[src/design/mrtu_pkg.sv]
// shared constants, codes and the crc byte update for the modbus rtu receiver
// no dependencies; imported by modbus_rtu_frame_receiver_unit

package mrtu_pkg;

	localparam int BUF_BYTES_DEF = 16;

	localparam logic [15:0] CRC_INIT = 16'hFFFF;
	localparam logic [15:0] CRC_POLY = 16'hA001;

	localparam logic [7:0] STATION_RESET = 8'd1;
	localparam logic [4:0] GAP_RESET     = 5'd15;

	// input item codes
	localparam logic OP_BYTE = 1'b0;
	localparam logic OP_TICK = 1'b1;

	// configuration register indexes
	localparam int CFG_IDX_W = 1;
	localparam logic [CFG_IDX_W-1:0] CFG_STATION = 1'd0;
	localparam logic [CFG_IDX_W-1:0] CFG_GAP     = 1'd1;

	// reply kinds
	localparam logic [1:0] REPLY_NONE = 2'd0;
	localparam logic [1:0] REPLY_0101 = 2'd1;
	localparam logic [1:0] REPLY_0301 = 2'd2;

	localparam logic [7:0] FC_REG_HI_A = 8'h01;
	localparam logic [7:0] FC_REG_HI_B = 8'h03;
	localparam logic [7:0] FC_REG_LO   = 8'h01;

	// reflected crc-16, eight shift steps per byte
	function automatic logic [15:0] crc_byte(input logic [15:0] crc_in, input logic [7:0] b);
		logic [15:0] c;
		c = crc_in ^ {8'h00, b};
		for (int k = 0; k < 8; k++) begin
			if (c[0]) begin
				c = (c >> 1) ^ CRC_POLY;
			end else begin
				c = c >> 1;
			end
		end
		return c;
	endfunction

endpackage

[src/design/modbus_rtu_frame_receiver_unit.sv]
// modbus rtu frame receiver: byte buffer, crc-16 check and frame end on line silence
// depends on mrtu_pkg
//
// usage:
//   input channel (in_valid/in_ready) carries one item per accept: opcode 0 is a
//   received byte in rx_byte, opcode 1 is one timer tick. a frame ends on the tick
//   that makes the quiet count exceed gap_ticks; that tick yields one result item
//   on the output channel (out_valid/out_ready) with crc, address and header info.
//   configuration channel (cfg_valid/cfg_ready, cfg_index, cfg_data) writes
//   station_address (index 0) or gap_ticks (index 1); it is always ready.
// timing:
//   an item is held in the input register and its state update happens as it
//   leaves that register, so a result is written to the result register when
//   its tick leaves the input register. one item per cycle is taken in steady
//   flow; the crc update is eight shift steps done combinationally.
// reset: frame state clears, station_address becomes 1 and gap_ticks 15.
// stall: while a result waits, bytes and ticks that end no frame keep flowing;
//   an item that would end a frame holds in the input register, and in_ready
//   drops until the waiting result is taken.

module modbus_rtu_frame_receiver_unit #(
	parameter int BUF_BYTES = mrtu_pkg::BUF_BYTES_DEF
) (
	input  logic                           clk,
	input  logic                           arst_n,
	input  logic                           in_valid,
	output logic                           in_ready,
	input  logic                           opcode,
	input  logic [7:0]                     rx_byte,
	output logic                           out_valid,
	input  logic                           out_ready,
	output logic                           crc_ok,
	output logic                           addressed,
	output logic [7:0]                     function_code,
	output logic [7:0]                     reg_high,
	output logic [7:0]                     reg_low,
	output logic [4:0]                     frame_length,
	output logic                           overflow,
	output logic [1:0]                     reply_kind,
	input  logic                           cfg_valid,
	output logic                           cfg_ready,
	input  logic [mrtu_pkg::CFG_IDX_W-1:0] cfg_index,
	input  logic [7:0]                     cfg_data
);
	import mrtu_pkg::*;

	localparam int CW = $clog2(BUF_BYTES + 1);

	// configuration
	logic [7:0]  station_q;
	logic [4:0]  gap_q;

	// input register
	logic        valid_s1;
	logic        opcode_s1;
	logic [7:0]  byte_s1;

	// frame state
	logic [CW-1:0] count_q;
	logic [15:0]   crc_q;
	logic [15:0]   last_q;
	logic [7:0]    head_q [4];
	logic [4:0]    silence_q;
	logic          fresh_q;
	logic          ovf_q;

	// result register
	logic        out_valid_q;
	logic        crc_ok_q;
	logic        addressed_q;
	logic [7:0]  fc_q;
	logic [7:0]  reg_high_q;
	logic [7:0]  reg_low_q;
	logic [4:0]  length_q;
	logic        ovf_out_q;
	logic [1:0]  kind_q;

	logic        frame_end;
	logic        adv_s1;
	logic [5:0]  silence_next;
	logic        crc_match;
	logic        addr_match;
	logic [1:0]  kind_next;

	assign cfg_ready = 1'b1;

	always_ff @(posedge clk or negedge arst_n) begin
		if (!arst_n) begin
			station_q <= STATION_RESET;
			gap_q     <= GAP_RESET;
		end else if (cfg_valid && cfg_ready) begin
			unique case (cfg_index)
				CFG_STATION: station_q <= cfg_data;
				CFG_GAP:     gap_q     <= cfg_data[4:0];
				default:     ;
			endcase
		end
	end

	assign silence_next = {1'b0, silence_q} + 6'd1;
	assign frame_end = valid_s1 && (opcode_s1 == OP_TICK) && (count_q != '0) && !fresh_q
		&& (silence_next > {1'b0, gap_q});
	// only an item that ends a frame needs room in the result register
	assign adv_s1 = valid_s1 && (!frame_end || !out_valid_q || out_ready);
	assign in_ready = !valid_s1 || adv_s1;

	always_ff @(posedge clk or negedge arst_n) begin
		if (!arst_n) begin
			valid_s1 <= 1'b0;
		end else if (in_ready) begin
			valid_s1 <= in_valid;
		end
	end

	always_ff @(posedge clk) begin
		if (in_valid && in_ready) begin
			opcode_s1 <= opcode;
			byte_s1   <= rx_byte;
		end
	end

	assign crc_match = (count_q >= CW'(4)) && (crc_q[7:0] == last_q[15:8])
		&& (crc_q[15:8] == last_q[7:0]);
	assign addr_match = (head_q[0] == station_q);

	always_comb begin
		kind_next = REPLY_NONE;
		if (crc_match && addr_match && head_q[3] == FC_REG_LO) begin
			priority if (head_q[2] == FC_REG_HI_A) begin
				kind_next = REPLY_0101;
			end else if (head_q[2] == FC_REG_HI_B) begin
				kind_next = REPLY_0301;
			end else begin
				kind_next = REPLY_NONE;
			end
		end
	end

	always_ff @(posedge clk or negedge arst_n) begin
		if (!arst_n) begin
			count_q   <= '0;
			crc_q     <= CRC_INIT;
			last_q    <= '0;
			head_q    <= '{default: 8'h00};
			silence_q <= '0;
			fresh_q   <= 1'b0;
			ovf_q     <= 1'b0;
		end else if (adv_s1) begin
			if (opcode_s1 == OP_BYTE) begin
				fresh_q <= 1'b1;
				if (count_q >= CW'(BUF_BYTES)) begin
					ovf_q <= 1'b1;
				end else begin
					// the two newest bytes stay out of the crc until a later byte arrives
					if (count_q >= CW'(2)) begin
						crc_q <= crc_byte(crc_q, last_q[15:8]);
					end
					last_q <= {last_q[7:0], byte_s1};
					if (count_q < CW'(4)) begin
						head_q[count_q[1:0]] <= byte_s1;
					end
					count_q <= count_q + CW'(1);
				end
			end else if (count_q == '0 || fresh_q) begin
				silence_q <= '0;
				fresh_q   <= 1'b0;
			end else if (!frame_end) begin
				silence_q <= silence_next[4:0];
			end else begin
				count_q   <= '0;
				crc_q     <= CRC_INIT;
				last_q    <= '0;
				head_q    <= '{default: 8'h00};
				silence_q <= '0;
				fresh_q   <= 1'b0;
				ovf_q     <= 1'b0;
			end
		end
	end

	always_ff @(posedge clk or negedge arst_n) begin
		if (!arst_n) begin
			out_valid_q <= 1'b0;
		end else if (adv_s1 && frame_end) begin
			out_valid_q <= 1'b1;
		end else if (out_ready) begin
			out_valid_q <= 1'b0;
		end
	end

	always_ff @(posedge clk) begin
		if (adv_s1 && frame_end) begin
			crc_ok_q    <= crc_match;
			addressed_q <= addr_match;
			fc_q        <= head_q[1];
			reg_high_q  <= head_q[2];
			reg_low_q   <= head_q[3];
			length_q    <= 5'(count_q);
			ovf_out_q   <= ovf_q;
			kind_q      <= kind_next;
		end
	end

	assign out_valid     = out_valid_q;
	assign crc_ok        = crc_ok_q;
	assign addressed     = addressed_q;
	assign function_code = fc_q;
	assign reg_high      = reg_high_q;
	assign reg_low       = reg_low_q;
	assign frame_length  = length_q;
	assign overflow      = ovf_out_q;
	assign reply_kind    = kind_q;

`ifndef SYNTH
	a_count_bound: assert property (@(posedge clk) disable iff (!arst_n)
		count_q <= CW'(BUF_BYTES))
		else $error("byte count beyond buffer size");

	a_fresh_needs_bytes: assert property (@(posedge clk) disable iff (!arst_n)
		fresh_q |-> (count_q != '0))
		else $error("fresh byte flag with empty buffer");

	a_end_clears: assert property (@(posedge clk) disable iff (!arst_n)
		(adv_s1 && frame_end) |=> (count_q == '0 && out_valid_q))
		else $error("frame end did not clear state or raise result");

	a_reply_needs_match: assert property (@(posedge clk) disable iff (!arst_n)
		out_valid_q |-> (kind_q == REPLY_NONE || (crc_ok_q && addressed_q)))
		else $error("reply kind without crc and address match");

	a_no_overwrite: assert property (@(posedge clk) disable iff (!arst_n)
		(out_valid_q && !out_ready) |-> !(adv_s1 && frame_end))
		else $error("waiting result overwritten");
`endif

endmodule
[config.mk]
export PLATFORM = sky130hd
export DESIGN_NAME = modbus_rtu_frame_receiver_unit
export DESIGN_NICKNAME = d
export VERILOG_FILES = /design/src/design/mrtu_pkg.sv /design/src/design/modbus_rtu_frame_receiver_unit.sv
export SDC_FILE = /design/constraint.sdc
export NUM_CORES = 1
export LEC_CHECK = 0
export BUFFER_PORTS_ARGS = -buffer_cell sky130_fd_sc_hd__buf_2
export CAP_MARGIN = 20
export CORE_MARGIN = 2
export CORE_UTILIZATION = 25
export DETAILED_ROUTE_END_ITERATION = 8
export GPL_ROUTABILITY_DRIVEN = 0
export SLEW_MARGIN = 0
export SYNTH_ARGS = -nofsm -noshare
export SYNTH_HDL_FRONTEND = slang
export SYNTH_SLANG_ARGS = --single-unit
[constraint.sdc]
create_clock -name clk -period 6.5 [get_ports clk]
set_clock_uncertainty 0.1 [all_clocks]
set_input_delay 0.975 -clock clk [delete_from_list [all_inputs] [get_ports clk]]
set_output_delay 0.975 -clock clk [all_outputs]
set_load 0.005 [all_outputs]
==> Yosys cells after proc, flatten, opt, wreduce, memory -nomap -nowiden <==
Index checks and enable logic that the tools add are counted.
{ "word_totals": {"ff_bits": 134} }
{ "classes": {"n_addsub": 2, "magnitude_cmp": 7, "eq_ne": 10, "muxes": 69, "bitwise": 12, "n_reduce_logical": 35} }
{ "ops": {"columns": ["operator", "n"], "rows": [
  ["$mux 16", 45],
  ["$mux 32", 5],
  ["$bwmux 32", 1],
  ["$mux 5", 6],
  ["$not 2->3", 9],
  ["$eq 8x8->1", 3],
  ["$demux 8 s2", 1],
  ["$eq 8x1->1 const B", 2],
  ["$xor 16x8->16", 1],
  ["$logic_and 1x1->1", 12],
  ["$reduce_and 5->1", 2],
  ["$mux 1", 9],
  ["$eq 8x2->1 const B", 1],
  ["$mux 8", 1],
  ["$reduce_and 2->1", 4],
  ["$reduce_and 4->1", 2],
  ["$reduce_bool 2->1", 4],
  ["$add 5x1->6 const B", 1],
  ["$gt 6x5->1", 1],
  ["$add 5x1->5 const B", 1],
  ["$ge 5x2->1 const B", 1],
  ["$ge 5x3->1 const B", 1],
  ["$ge 5x5->1 const B", 1],
  ["$logic_not 5->1", 1],
  ["12 further kinds", 20]
]} }

==> Depth between registers and ports, before layout <==
Gate-level depths: netlist of the first run.
{ "logic_depth": {"ltp_word": 50, "mapped_depth": 12} }

==> Least setup slack after synthesis of the first run <==
OpenSTA, ideal clock, no wires.
{ "synth_path": {"path_type": "reg2reg", "start": "register silence_q[0]", "end": "register head_q[7] (netlist name)", "setup_ns": 0.122, "t_arrival_ns": 3.011, "slack_ns": 3.268, "stages_incl_launch_ff": 12, "n_path_buf": 1, "cell_sequence": "dfrtp_1 > ha_1 > nor2b_1 > or2_2 > ha_1 > and3_1 > and3_1 > a21oi_1 > and3_1 > buf_2 > o221ai_2 > a32o_1"} }
{ "synth_via": {"elab_chain_cells": 8, "elab_cells_between_ends": 9} }
{ "synth_lines": {"columns": ["item", "line_no", "source"], "rows": [
  ["from (decl)", "modbus_rtu_frame_receiver_unit.sv:63", "logic [4:0] silence_q;"],
  ["from (signal assigned)", "modbus_rtu_frame_receiver_unit.sv:168", "silence_q <= silence_next[4:0];"],
  ["$add 5x1->6 (*)", "modbus_rtu_frame_receiver_unit.sv:100", "assign silence_next = {1'b0, silence_q} + 6'd1;"],
  ["$gt 6x5->1 (*)", "modbus_rtu_frame_receiver_unit.sv:102", "&& (silence_next > {1'b0, gap_q});"],
  ["$logic_and 1x1->1 (*)", "modbus_rtu_frame_receiver_unit.sv:102", null],
  ["$logic_not 1->1", null, null],
  ["$logic_or 1x1->1 (2 in series)", "modbus_rtu_frame_receiver_unit.sv:104", "assign adv_s1 = valid_s1 && (!frame_end || !out_valid_q || out_ready);"],
  ["$logic_and 1x1->1", "modbus_rtu_frame_receiver_unit.sv:104", null],
  ["$reduce_and 5->1 (no line) (*)", null, null],
  ["to (signal, indexed assignment)", "modbus_rtu_frame_receiver_unit.sv:160", "head_q[count_q[1:0]] <= byte_s1;"],
  ["to (decl)", "modbus_rtu_frame_receiver_unit.sv:62", "logic [7:0] head_q [4];"]
]} }
Every way passes the cells marked *; elsewhere a longest branch is shown, timed or not.
A chain may end at the register's enable or synchronous reset.

==> Worst setup path after layout of the first run <==
{ "layout_path": {"start": "register silence_q[0]", "end": "output port in_ready"} }
{ "layout_via": {"elab_chain_cells": 8} }
{ "layout_lines": {"columns": ["item", "line_no", "source"], "rows": [
  ["$add 5x1->6", "modbus_rtu_frame_receiver_unit.sv:100", null],
  ["$gt 6x5->1", "modbus_rtu_frame_receiver_unit.sv:102", null],
  ["$logic_and 1x1->1", "modbus_rtu_frame_receiver_unit.sv:102", null],
  ["$logic_not 1->1", null, null],
  ["$logic_or 1x1->1 (2 in series)", "modbus_rtu_frame_receiver_unit.sv:104", null],
  ["$logic_and 1x1->1", "modbus_rtu_frame_receiver_unit.sv:104", null],
  ["$logic_or 1x1->1", "modbus_rtu_frame_receiver_unit.sv:105", "assign in_ready = !valid_s1 || adv_s1;"],
  ["to (decl)", "modbus_rtu_frame_receiver_unit.sv:27", "output logic in_ready,"]
]} }
Every way passes these cells.

==> run summary, run 1 <==
The flow ran to the end, and the final reports show no timing, DRC or antenna violations. The endpoint of the most critical register-to-register path is head_q[7]. The share of synthesized area in the top cell type comes to 0.311. The slew at the pin closest to its max-slew limit is 0.955 ns. The global-route wire length before repair is 19200 um. The leakage power of the design is slightly above 0.003 uW. The site row count is 54. The start point of the critical path is silence_q[0]. The number of antenna diodes in the final layout is 0.

The post-synthesis area per instance came out at 13.8 um^2. The count of endpoints failing hold in the final timing report came out at 0. Among all flip-flop cells after synthesis, the most frequent one is dfrtp_1. Walking the worst path, the cells encountered are ha_1 -> nor2b_1 -> or2_2 -> ha_1 -> and3_1 -> o21ai_0 -> a21oi_1 -> o21ai_0 -> buf_2.

The pin count of the biggest net entering global routing came out at 92. Leaving out filler cells and counting taps, the final layout contains 763. In the synthesized netlist, the number of instances is 408. Counting I/O delays and the setup requirement, the final critical path takes 3.92 ns. The residual DRC count is 0. The area growth from synthesis to final layout came out at 20.9%.

The count of routing violations after the opening detailed-route iteration came out at about 160. The detailed placer's ending HPWL is 8260 um. Setup total negative slack on the finished layout was measured at 0 ns. The TritonCTS buffer count came out at 17.

The internal power came out at about 2100 uW. The upper clock frequency limit is approximately 250 MHz. The count of TritonRoute iterations in the first routing pass came out at 4. Clock-pin slew was measured on the worst setup and hold paths at 0.06 ns. The worst register-to-register path begins at silence_q[0]. At the worst endpoint, the required time is around 5.4 ns. The share of power burned in combinational logic came out at 0.273. Setup repair after global routing left no endpoint under its margin. The final-stage net count is 506.

The share of the Yosys chip area taken by registers is 0.638. The largest total area in the synthesized netlist belongs to dfrtp_1. The via count of the first global-routing pass is 3467. The quantity of hold-fixing buffers added after cts came out at 0. The number of cells in the design after placement is 730. The top cell types in the final layout, fill and taps aside, are dfrtp_1, buf_2, a22o_1. The ratio of final minimum period to clock period is 0.604.

The power share of the clock group came out at 0.297. The number of nets in the synthesized netlist came out at roughly 440. The total of cells resized after clock tree synthesis is 0. The number of vias per cell after detailed routing is approximately 4.4.

IR analysis of the VDD net gives a maximum drop of 0.000260 V. For the worst setup path, the data arrival time is 2.85 ns. The die is about 150 um wide. STA classifies the critical path endpoint as a primary output. The post-CTS setup repair buffer count is 0. The master cell of the clock root buffer is clkbuf_16. The total number of vias is ~3400. The netlist area before placement came out at 5640 um^2. The die covers 23800 um^2.

The placeable core area is 22000 um^2. The share of the core filled with cells in the final layout came out at 0.310. Dividing total power by cell area gives a power density of 449 nW/um^2. The deepest level of the CTS H-tree came out at 4. The count of yosys warnings during synthesis is 0.

The count of final setup violators is 0. The maximum cell stage delay along the critical path is 0.46 ns. The switching power is 951 uW. The total global-route track usage came out at 0.103.

The number of violations of the max-capacitance limit is 0. The maximum buffer depth of the clock tree is 2. The number of synthesized register bits is around 130. By startpoint and endpoint, the worst setup path is classified as reg -> out. The part of the total power dissipated in sequential elements is 0.430. The worst relative slew slack came out at 0.363. In this run the worst hold path is classified as in -> async.

For this configuration, the core starts out at a cell density of 0.257. Leaving out fill and tap cells, the most frequent cell in the layout is dfrtp_1. The largest individual stage delay along the critical path comes from the cell o21ai_0. The initial antenna violation count came out at 0. The count of pins over their slew limit came out at 0. By area the synthesized netlist is led by dfrtp_1, edfxtp_1, dfstp_2. The slack of the worst reg-to-reg path came out at roughly 3.0 ns.

The maximum fanout count along the critical path is 5. The count of flip-flops with a built-in enable after synthesis came out at 43. For this run the aggregate overflow at the end of global routing stands at 0.

The remaining number of nets flagged by the antenna check after routing came out at 0. The routed length per instance came out at 15.3 um. The number of top-level pins came out at 60. The proportion of layout cells with a drive suffix above 1 is 0.282. The TritonCTS clock tree is yes.

The height of the chip came out at about 150 um. The path depth of the worst reg2reg path came out at 10. The net switching share of the total power came out at 0.311.

Summing internal, switching and leakage power gives a little over 3000 uW. The number of clock sinks seen by CTS came out at approximately 130. The number of different library cells in the post-synthesis netlist came out at 45. The final cell area excluding filler cells came out at just under 7000 um^2. The clock insertion delay at the later pin of the skew report came out at 0.42 ns. STA classifies the critical path startpoint as a flop. The number of buffers inserted by port buffering came out at 58. The routed wire length came out at 11700 um. Once placement finished, the instance area stood at 6220 um^2. The share of synthesized registers carrying an async set or reset is 0.679.
worst max-delay path, delay by kind of cell (launching register included):
| family | cells | cell delay, ns |
|---|---|---|
| and+or+nand+nor | 3 | 0.60 |
| adders and majority gates | 2 | 0.50 |
| AOI/OAI and AO/OA | 3 | 0.67 |
| DFF | 1 | 0.43 |
| buffers and inverters | 1 | 0.23 |
worst max path at each step:
stage / slack [ns] / to / depth (start not counted)
2_1_floorplan: 3.27 / head_q[7] / 11
3_3_place_gp: 3.06 / head_q[7] / 10
3_5_place_dp: 2.96 / head_q[7] / 10
4_1_cts: 2.59 / in_ready / 9
5_1_grt: 2.42 / in_ready / 9
6_report: 2.58 / in_ready / 9
cells in the mapped netlist (all sizes together) (2+ instances only):
library cell,number
xnor2,29
xor2,7
or2,4
a21o,2
nor3,3
a22o,47
nand3,8
a32o,3
nand2,7
and3,6
inv,21
nor2b,4
ha,13
buf,6
xnor3,2
clkbuf,12
nand4,5
dfrtp,70
mux2,18
o21ai,6
edfxtp,43
mux2i,13
a21oi,7
nor4,4
nand2b,9
and2,5
dfstp,21
nor2,23
power groups by stage:
| stage | registers, uW | logic [uW] | clock network, uW |
|---|---|---|---|
| floorplan | 1260 | 686 | 0 |
| global placement | 1320 | 804 | 0 |
| detailed placement | 1330 | 832 | 0 |
| CTS | 1320 | 844 | 925 |
| global route | 1340 | 936 | 965 |
| finish | 1310 | 834 | 908 |
cell families (layout without fill, tap and decap cells):
| family | Yosys count | in the layout | synth area share |
|---|---|---|---|
| flip-flops | 134 | 134 | 0.638 |
| other | 1 | 1 | 0.000665 |
| adder cells (fa/ha/maj) | 13 | 13 | 0.0289 |
| AO/OA/AOI/OAI | 70 | 70 | 0.102 |
| AND/OR/NAND/NOR | 82 | 82 | 0.0786 |
| multiplexers | 31 | 31 | 0.0591 |
| buffers and inverters | 39 | 114 | 0.0286 |
| XOR/XNOR | 38 | 38 | 0.0639 |
registers in the layout, summed over array words and instances, names as in the netlist, 2 cells and up:
signal / cells
head_q: 32
crc_q: 16
last_q: 16
byte_s1: 8
function_code: 8
reg_high: 8
reg_low: 8
station_q: 8
count_q: 5
frame_length: 5
gap_q: 5
silence_q: 5
reply_kind: 2
layer usage:
metal,track usage,vias up,share of wire,wire [um]
li1,-,1598,-,-
met1,0.138,1684,0.47,5520
met2,0.158,83,0.47,5450
met3,0.0304,15,0.046,536
met4,0.0401,0,0.016,189
met5,0,-,0,0
layout make-up:
type | instances | area (um^2)
clock buffers | 19 | 464
repair buffers | 61 | 339
well taps | 280 | 350
flip-flops and latches | 134 | 3590
fillers | 2166 | 15100
clock inverters | 13 | 106
inverters | 21 | 78.8
multi-input cells | 235 | 1880
metrics by stage:
step           hold WS [ns]  setup WS, ns
6_report              0.335          2.58
5_1_grt               0.340          2.42
4_1_cts               0.363          2.59
3_5_place_dp          0.348          2.96
3_3_place_gp          0.342          3.06
2_1_floorplan         0.325          3.27
Power figures use the tool's default switching activity.
==> inputs of run 2 (changes only) <==
- ABC_AREA: unset -> 1
- clock period: 6.5 -> 3.6 ns (I/O delays scaled with it)
==> run summary, run 2 <==
The routed length per instance is 13.6 um (was 15.3 um). The master cell of the clock root buffer is clkbuf_16 (unchanged). The maximum fanout count along the critical path was 24 (was 5). The initial antenna violation count was 1 (was 0).

The number of clock sinks seen by CTS is 134 (unchanged). The dominant register cell in the synthesized netlist is dfrtp_1 (unchanged). The remaining number of nets flagged by the antenna check after routing is 0 (unchanged). The area growth from synthesis to final layout came to 22.3% (was 20.9%). The netlist area before placement is 5880 um^2 (was 5640 um^2). The number of buffers inserted by port buffering is 58 (unchanged).

The count of non-filler cells in the finished layout was 995 (was 763). The most common cell in the netlist is nand2_1 (was dfrtp_1). The number of different library cells in the post-synthesis netlist was 34 (was 45). The count of TritonRoute iterations in the first routing pass is 4 (unchanged).

The TritonCTS clock tree is yes (unchanged). The biggest area consumer among synthesized cells is dfrtp_1 (unchanged). The sort of element at the start of the critical path is a flop (unchanged). The data arrival time of the worst path is 3.27 ns (was 2.85 ns). The placement-stage cell area came to 6550 um^2 (was 6220 um^2). The total of cells resized after clock tree synthesis came out at 0 (unchanged). The share of synthesized registers carrying an async set or reset is 0.679 (unchanged). The placeable core area came out at 23300 um^2 (was 22000 um^2). The most frequent standard cell in the layout excluding fill and tap cells is nand2_1 (was dfrtp_1). The reg-to-reg startpoint is silence_q[0] (unchanged). The pin count of the biggest net entering global routing is 63 (was 92).

The worst slack at placement came out at 0.628 ns (was 2.96 ns). The clock-pin slew on the worst setup and hold paths came to 0.07 ns (was 0.06 ns). The number of cells produced by synthesis came out at 592 (was 408). The number of flip-flops in the largest register came out at 32 (unchanged). The TritonCTS buffer count came to 17 (unchanged). The global-route wire length before repair was 22000 um (was 19200 um).

The critical path endpoint category is a flop (was primary output). The portion of synthesized cell area occupied by the leading cell type came out at 0.298 (was 0.311). The quantity of hold-fixing buffers added after cts was 0 (unchanged). The site row count is 56 (was 54).

Commonest non-fill, non-tap cells in the layout: nand2_1, dfrtp_1, inv_1 (was dfrtp_1, buf_2, a22o_1). The deepest level of the CTS H-tree is 4 (unchanged). Top cells by count, synth: nand2_1, dfrtp_1, inv_1, nand3_1, edfxtp_1 (was dfrtp_1, a22o_1, edfxtp_1, xnor2_1, nor2_1).

The number of violations of the max-capacitance limit came out at 0 (unchanged). The register ranked first by flip-flop count is head_q (unchanged). The synthesized-area fraction occupied by ao, oa, aoi and oai cells is 0.0649 (was 0.102).

Outcome: completed (unchanged). The xor/xnor cell area share of the yosys netlist came out at 0.0402 (was 0.0639). The number of cells in the design after placement came out at 962 (was 730). The count of endpoints failing hold in the final timing report is 0 (unchanged). The detailed placer's ending HPWL came out at 9520 um (was 8260 um). The count of pins over their slew limit came out at 0 (unchanged). The category of the critical setup timing path was reg -> reg (was reg -> out). The total number of vias is 4142 (was 3380). The initial cell density of the core came out at 0.253 (was 0.257). The worst vdd rail ir drop was 0.000327 V (was 0.000260 V).

The combinational family with the most area after synthesis is simple AND/OR/NAND/NOR gates (was compound AO/OA/AOI/OAI gates). The simple-gate share of the synthesized area was 0.194 (was 0.0786). The count of flip-flops with a built-in enable after synthesis is 43 (unchanged).

The total power divided by cell area is 707 nW/um^2 (was 449 nW/um^2). The total global-route track usage is 0.118 (was 0.103). The slack of the worst reg-to-reg path came out at 0.59 ns (was 2.98 ns). RSZ-0062 raised after global routing: false (unchanged). The sum of internal, switching and leakage power came out at 5080 uW (was 3060 uW). The number of nets in the synthesized netlist is 628 (was 444). The path depth of the worst reg2reg path is 15 (was 10).

The total die area was 24800 um^2 (was 23800 um^2). The endpoint required time on the critical path came out at 3.86 ns (was 5.42 ns). The residual DRC count was 0 (unchanged). The final-layout setup total negative slack is 0 ns (unchanged).

The slew at the pin closest to its max-slew limit came out at 0.976 ns (was 0.955 ns). The smallest setup slack after layout is 0.588 ns (was 2.58 ns). The proportion of synthesized area in mux cells is 0.00575 (was 0.0591). The count of yosys warnings during synthesis was 0 (unchanged). The final-stage net count is 698 (was 506).

The clock insertion delay at the later pin of the skew report is 0.43 ns (was 0.42 ns). The number of synthesized register bits came to 134 (unchanged). The register area share after synthesis came to 0.612 (was 0.638). The area share of fa/ha/maj cells after synthesis is 0.0277 (was 0.0289). The number of top-level pins was 60 (unchanged). Cell types occupying the most area after synthesis: dfrtp_1, edfxtp_1, nand2_1 (was dfrtp_1, edfxtp_1, dfstp_2). The post-CTS setup repair buffer count came to 0 (unchanged). Static timing analysis puts the maximum clock frequency at ~330 MHz. The routed wire length is 13600 um (was 11700 um). The maximum buffer depth of the clock tree was 2 (unchanged). The total overflow reported by the global router was 0 (unchanged).

The number of vias per cell after detailed routing was 4.16 (was 4.43). The count of routing violations after the opening detailed-route iteration is 283 (was 156). The leakage power of the design came out at 0.00339 uW (was 0.00304 uW). For the finished layout, the period the worst path requires is about 3 ns. The height of the chip is 157 um (was 154 um). Regs by FF count: head_q: 32 flops, crc_q: 16 flops, last_q: 16 flops (unchanged). The die width is 157 um (was 154 um).

The ratio of final minimum period to clock period is 0.837. The via count of the first global-routing pass came out at 4121 (was 3467). The post-synthesis area per instance came out at 9.93 um^2 (was 13.8 um^2).

The path type of the worst min-delay path is in -> async (unchanged). The worst relative slew slack is 0.343 (was 0.363). The proportion of layout cells with a drive suffix above 1 came out at 0.207 (was 0.282).

The endpoint of the most critical register-to-register path is head_q[22] (was head_q[7]). The count of final setup violators came out at 0 (unchanged). The final cell area excluding filler cells is 7190 um^2 (was 6810 um^2).
==> run 2: cell count changes in the layout (fill, tap and decap cells not counted), sizes merged, moves of 17 or more <==
cell | previous run | this run
nor2 | 23 | 44
a22o | 47 | 1
nand2 | 7 | 161
xnor2 | 29 | 12
inv | 31 | 71
nand3 | 8 | 48
o21ai | 6 | 29
==> run 2: worst max path at each step <==
stage	startpoint	end	cells past startpoint
2_1_floorplan	silence_q[0]	addressed	13
3_3_place_gp	silence_q[0]	head_q[19]	15
3_5_place_dp	silence_q[0]	head_q[18]	15
4_1_cts	silence_q[0]	head_q[22]	15
5_1_grt	silence_q[0]	head_q[21]	15
6_report	silence_q[0]	head_q[22]	15
==> run 2: worst max-delay path, stage by stage, from the launching register on <==
cell and delay (ns):
dfrtp_1 0.44, ha_1 0.21, nand3_1 0.10, xnor2_1 0.20, ha_1 0.28, nand3_1 0.10
inv_1 0.04, o21ai_0 0.06, nand3_1 0.15, nand3_2 0.14, nand2_2 0.12, inv_2 0.09
nand2_2 0.18, nor2_4 0.47, nand3_1 0.15, nand2_1 0.11
==> run 2: report_power, final <==
part | leakage (uW) | internal (uW) | switching (uW)
registers | 0.00156 | 1910 | 217
logic | 0.00152 | 400 | 667
clock network | 0.000317 | 1180 | 709
total | 0.00339 | 3490 | 1590
==> run 2: through the flow <==
step / util / hold slack (ns)
finish: 0.309 / 0.111
global route: 0.309 / 0.167
CTS: 0.309 / 0.139
detailed placement: 0.281 / 0.344
global placement: 0.281 / 0.343
floorplan: - / 0.144
==> run 2: logic make-up (layout without fill, tap and decap cells) <==
logic type / count (synthesis) / count (layout)
and+or+nand+nor: 268 / 268
AOI/OAI and AO/OA: 67 / 67
adders and majority gates: 13 / 13
other: 1 / 2
xor gates and xnor gates: 27 / 27
DFF: 134 / 134
buffers and inverters: 79 / 162
muxes: 3 / 3
==> run 2: layer usage <==
layer / track usage / wire (um) / up-vias
li1: - / - / 2096
met1: 0.155 / 6480 / 1944
met2: 0.177 / 6200 / 92
met3: 0.0427 / 723 / 10
met4: 0.0429 / 148 / 0
met5: 0 / 0 / -
==> run 2: area by class of cell <==
| class | count | area, um^2 |
|---|---|---|
| inverter | 64 | 240 |
| fill | 2390 | 16100 |
| sequential | 134 | 3590 |
| timing repair buffer | 66 | 353 |
| clock inverter | 15 | 214 |
| antenna | 1 | 2.50 |
| clock buffer | 17 | 425 |
| tap | 319 | 399 |
| multi-input combinational | 379 | 1960 |
